### config.mk
export PLATFORM = sky130hd
export DESIGN_NAME = mpid_ctrl
export DESIGN_NICKNAME = d
export VERILOG_FILES = /design/src/mpid_pkg.sv /design/src/mpid_ctrl.sv
export SDC_FILE = /design/constraint.sdc
export NUM_CORES = 1
export LEC_CHECK = 0
export BUFFER_PORTS_ARGS = -buffer_cell sky130_fd_sc_hd__buf_2
export CAP_MARGIN = 20
export CELL_PAD_IN_SITES_DETAIL_PLACEMENT = 0
export CELL_PAD_IN_SITES_GLOBAL_PLACEMENT = 1
export CORE_MARGIN = 2
export CORE_UTILIZATION = 30
export DETAILED_ROUTE_END_ITERATION = 6
export GPL_TIMING_DRIVEN = 0
export PLACE_DENSITY = 0.79
export SLEW_MARGIN = 20
export SYNTH_ARGS = -nofsm -noshare
export SYNTH_HDL_FRONTEND = slang
export SYNTH_SLANG_ARGS = --single-unit
### constraint.sdc
create_clock -name clk -period 2.1 [get_ports clk]
set_input_delay 0.21 -clock clk [delete_from_list [all_inputs] [get_ports clk]]
set_output_delay 0.21 -clock clk [all_outputs]
set_load 0.02 [all_outputs]
### src/mpid_pkg.sv
`timescale 1ns / 1ps
// mpid_pkg.sv: shared constants, beat types and controller/datapath command structs
// for the multichannel pid controller; no dependencies
package mpid_pkg;

  localparam int CHANNELS   = 16;
  localparam int CH_W       = (CHANNELS > 1) ? $clog2(CHANNELS) : 1;
  localparam int CFG_IDX_W  = 1;
  localparam int CFG_DATA_W = 32;

  // sum of the three terms keeps 48 fraction bits and stays below 2^97 in magnitude
  localparam int ACC_W    = 100;
  localparam int ACC_FRAC = 48;
  localparam int QW       = ACC_W - ACC_FRAC;
  localparam int MUL_W    = 33;
  localparam int PROD_W   = 2 * MUL_W;
  localparam int ED_W     = 50;

  localparam logic [31:0] SAMPLE_PERIOD_RST   = 32'd4294967;
  localparam logic [15:0] DERIVATIVE_RATE_RST = 16'd1000;

  localparam logic [CFG_IDX_W-1:0] REG_SAMPLE_PERIOD   = CFG_IDX_W'(0);
  localparam logic [CFG_IDX_W-1:0] REG_DERIVATIVE_RATE = CFG_IDX_W'(1);

  typedef enum logic [1:0] {
    OP_STEP   = 2'd0,
    OP_GAINS  = 2'd1,
    OP_ENABLE = 2'd2,
    OP_CLEAR  = 2'd3
  } op_t;

  typedef struct packed {
    op_t                op;
    logic [3:0]         channel;
    logic signed [31:0] target;
    logic signed [31:0] measured;
    logic signed [31:0] gain_p;
    logic signed [31:0] gain_i;
    logic signed [31:0] gain_d;
    logic               enable;
  } item_t;

  typedef struct packed {
    logic signed [31:0] drive;
    logic               enabled;
    logic               saturated;
  } result_t;

  typedef enum logic [2:0] {
    MUL_PER,
    MUL_RATE,
    MUL_KP,
    MUL_KIL,
    MUL_KIH,
    MUL_KDL,
    MUL_KDH
  } mul_sel_t;

  typedef enum logic [2:0] {
    ACC_HOLD,
    ACC_CLR,
    ACC_SH0,
    ACC_SH16,
    ACC_SH32,
    ACC_SH48
  } acc_op_t;

  typedef struct packed {
    logic     load;
    logic     err_en;
    logic     int_en;
    logic     ed_en;
    logic     neg_en;
    logic     rnd_en;
    logic     fin;
    mul_sel_t mul_sel;
    acc_op_t  acc_op;
  } pid_cmd_t;

  typedef struct packed {
    logic step_run;
  } pid_sts_t;

endpackage

### src/mpid_ctrl.sv
`timescale 1ns / 1ps
// mpid_ctrl.sv: sequencer for the pid controller, one item at a time
// depends on mpid_pkg
module mpid_ctrl (
  input  logic               clk,
  input  logic               rst,
  input  logic               item_valid,
  output logic               item_stall,
  output logic               result_valid,
  input  logic               result_stall,
  input  mpid_pkg::pid_sts_t sts,
  output mpid_pkg::pid_cmd_t cmd
);
  import mpid_pkg::*;

  typedef enum logic [3:0] {
    S_IDLE,
    S_ERR,
    S_MPER,
    S_MRATE,
    S_MKP,
    S_MKIL,
    S_MKIH,
    S_MKDL,
    S_MKDH,
    S_ACC,
    S_NEG,
    S_RND,
    S_FIN
  } state_t;

  state_t state;
  state_t state_next;
  logic   result_valid_next;
  logic   out_free;

  assign item_stall = rst | (state != S_IDLE);
  assign out_free   = !result_valid || !result_stall;

  always_comb begin
    cmd        = '0;
    state_next = state;
    unique case (state)
      S_IDLE: begin
        if (item_valid) begin
          cmd.load   = 1'b1;
          state_next = S_ERR;
        end
      end
      S_ERR: begin
        cmd.err_en = 1'b1;
        state_next = sts.step_run ? S_MPER : S_FIN;
      end
      S_MPER: begin
        cmd.mul_sel = MUL_PER;
        state_next  = S_MRATE;
      end
      S_MRATE: begin
        cmd.int_en  = 1'b1;
        cmd.mul_sel = MUL_RATE;
        state_next  = S_MKP;
      end
      S_MKP: begin
        cmd.ed_en   = 1'b1;
        cmd.mul_sel = MUL_KP;
        cmd.acc_op  = ACC_CLR;
        state_next  = S_MKIL;
      end
      S_MKIL: begin
        cmd.mul_sel = MUL_KIL;
        cmd.acc_op  = ACC_SH16;
        state_next  = S_MKIH;
      end
      S_MKIH: begin
        cmd.mul_sel = MUL_KIH;
        cmd.acc_op  = ACC_SH0;
        state_next  = S_MKDL;
      end
      S_MKDL: begin
        cmd.mul_sel = MUL_KDL;
        cmd.acc_op  = ACC_SH32;
        state_next  = S_MKDH;
      end
      S_MKDH: begin
        cmd.mul_sel = MUL_KDH;
        cmd.acc_op  = ACC_SH16;
        state_next  = S_ACC;
      end
      S_ACC: begin
        cmd.acc_op = ACC_SH48;
        state_next = S_NEG;
      end
      S_NEG: begin
        cmd.neg_en = 1'b1;
        state_next = S_RND;
      end
      S_RND: begin
        cmd.rnd_en = 1'b1;
        state_next = S_FIN;
      end
      S_FIN: begin
        if (out_free) begin
          cmd.fin    = 1'b1;
          state_next = S_IDLE;
        end
      end
      default: begin
        state_next = S_IDLE;
      end
    endcase
  end

  always_comb begin
    priority if (cmd.fin) begin
      result_valid_next = 1'b1;
    end else if (!result_stall) begin
      result_valid_next = 1'b0;
    end else begin
      result_valid_next = result_valid;
    end
  end

  always_ff @(posedge clk) begin
    if (rst) begin
      state        <= S_IDLE;
      result_valid <= 1'b0;
    end else begin
      state        <= state_next;
      result_valid <= result_valid_next;
    end
  end

endmodule

==> flow_summary.toml <==
[run_status]
outcome = "complete, no violations"

[floorplanning]
rows = 13
pin_count = 20
die_y_um = 40.5
core_area_um2 = 1270
start_util = 0.315
die_w_um = 40.5
die_area_um2 = 1640

[sta]
min_period_ns = 1.74
fmax_mhz = 575
holdWs_ns = 0.202
setup_tns_ns = 0
max_slew_margin = 0.744
tightest_slew_ns = 0.385
rsz0062_at_grt = "no"
finalHoldViolations = 0
period_share = 0.829
drv_slew = 0
finClkSkew_ns = 0.00327
setup_viol = 0

[logic_synthesis]
async_flop_share = 0
synth_mux_area_frac = 0
syn_inst = 57
synth-xor-area-share = 0
synth.top_cell.area_share = 0.251
synthAdderAreaFrac = 0
synth-compound-area-share = 0.248
synth_top_cell_by_area = "dfxtp_1"
ys_ff_latch = 5
ys_top_cells_by_count = "9 x nor2_1, 7 x a21oi_1, 5 x dfxtp_1, 5 x nand2b_1, 4 x nor3_1"
synth_most_common_cell = "nor2_1"
synthSimpleGateAreaFrac = 0.398
syn_nets = 62
synth_edf_count = 0
ys_top_cells_by_area = "dfxtp_1 25%, a21oi_1 8.8%, nor2_1 8.5%"
syn-cell-area_um2 = 399
yosysUniqueCellTypes = 26
synth.avg_cell_area_um2 = 7.00
ys.flop_type = "dfxtp_1"
synth.yosys.seq_area_share = 0.251
synth_top_family_by_area = "simple AND/OR/NAND/NOR gates"
ys_warn_count = 0

[critical_path]
regToRegSetupSlack_ns = 0.85
cp.arrival_ns = 1.53
critPathKind = "reg2out"
crit_buf_inv = 3
crit_path_end = "cmd[6]"
path_depth = 6
cpLargestDelayFamily = "buffers and inverters"
crit_chain = "clkbuf_1, nor2_1, nand3_1, a21oi_1, buf_4, buf_2"
r2r_start = "state[0]"
reg2reg_depth = 4
slowest_delay_ns = 0.42
crit_slowest_cell = "dfxtp_1"
worst-endpoint-required_ns = 1.89
end_kind = "output port"
start_kind = "flop"
timing.rr.end = "state[2]"
cp_max_fo = 10
crit_start = "state[0]"

[cts]
clock_latency_ns = 0.24
cts_setup_buffers = 0
cts_max_level = 1
cts_tree = "built"
clkSinkCount = 5
cts-root-buf = "clkbuf_4"
cts_buffers = 3
cts_resized = 0
clkSlewWorstSetupHoldPaths_ns = 0.04
cts_buffer_depth = 2
holdBufCountCts = 0

[run]
max-cap-violations = 0

[route]
wl_per_cell_um = 11.1
drtPass1Iterations = 3
drc_errors = 0
routed_wl_um = 1060
drt_iter0_markers = 6
via_per_inst = 4.84
ant_nets = 0
via_count = 460

[worst_hold_path]
worstHoldStart = "rst"
hold_path.class = "in2reg"

[final_layout]
regArea_um2 = 100
multi_input_area_um2 = 258
final-instance-count-excl-fill = 95
nFillCells = 152
fin_nets = 86
area_growth_pct = 35.1
antenna_cells = 0
fin_util = 0.425
drive_above_1_share = 0.363

[grt]
grt_usage = 0.147
grt_start_max_net_pins = 11
grt_antenna_before_repair = 0
grt_pass1_wl_um = 1520
grt_pass1_vias = 350
grt_remaining_overflow = 0

[power]
p_per_area_nw_per_um2 = 750
power.leakage_nw = 0.256
ir_drop_v = 0.000372

[placement]
placed_cells_incl_taps = 91
portBuffers = 19
hpwl_um = 786
gp_congestion = 0.754
worst register-to-register path, cell delays in order (launching register included):
cell	delay, ns
dfxtp_1	0.42
clkbuf_1	0.35
a21oi_1	0.11
o21ai_0	0.18
a21oi_1	0.08
cells by family (layout without fill, tap and decap cells):
logic type | after synthesis | after routing
simple gates | 29 | 29
compound gates | 16 | 16
buf+inv | 7 | 30
flops | 5 | 5
report_power, final:
group          total [W]  internal, W  leakage [nW]  switching (W)
clock network   0.000109    0.0000717        0.0150      0.0000369
logic           0.000179    0.0000699         0.200       0.000109
registers       0.000117     0.000105        0.0410      0.0000114
total           0.000404     0.000247         0.256       0.000158
placed cells by master (no fill, tap or decap), types with 2 or more instances in the layout:
master,instances
nand2b_1,5
clkbuf_4,3
buf_2,22
a21oi_1,7
nor3_1,4
o22ai_1,2
nand2_1,3
o21ai_0,2
clkbuf_1,2
nor2_1,9
dfxtp_1,5
state kept, by name, indices dropped and copies added, names as in the netlist:
signal and cells:
result_valid 1, state 4
routing by layer:
metal  GRT usage  up-vias  part of all wire
met2       0.190        9              0.45
met4      0.0250        0                 0
met5           0        -                 0
li1            -      252                 -
met3       0.100        0             0.055
met1       0.197      199              0.50
stage by stage:
stage	total power (W)	area, um2	setup WS [ns]
5_1_grt	0.000437	539	0.235
6_report	0.000404	539	0.360
3_3_place_gp	0.000299	513	0.614
3_5_place_dp	0.000298	513	0.630
4_1_cts	0.000410	539	0.361
2_1_floorplan	0.000247	399	0.477
worst min path at each step:
stage                   end  slack (ns)  cells past startpoint
2_1_floorplan  result_valid        0.28                      1
3_3_place_gp   result_valid        0.46                      2
3_5_place_dp   result_valid        0.46                      2
4_1_cts        result_valid        0.20                      2
5_1_grt            state[2]        0.20                      2
6_report       result_valid        0.20                      2
layout make-up:
class	instances	share of cell area
Clock buffer	4	0.0487
Buffer	6	0.0696
Inverter	1	0.00696
Sequential cell	5	0.186
Tap cell	15	0.0348
Multi-Input combinational cell	45	0.478
Timing Repair Buffer	19	0.176
No activity file was read; power rests on OpenSTA's default activity.
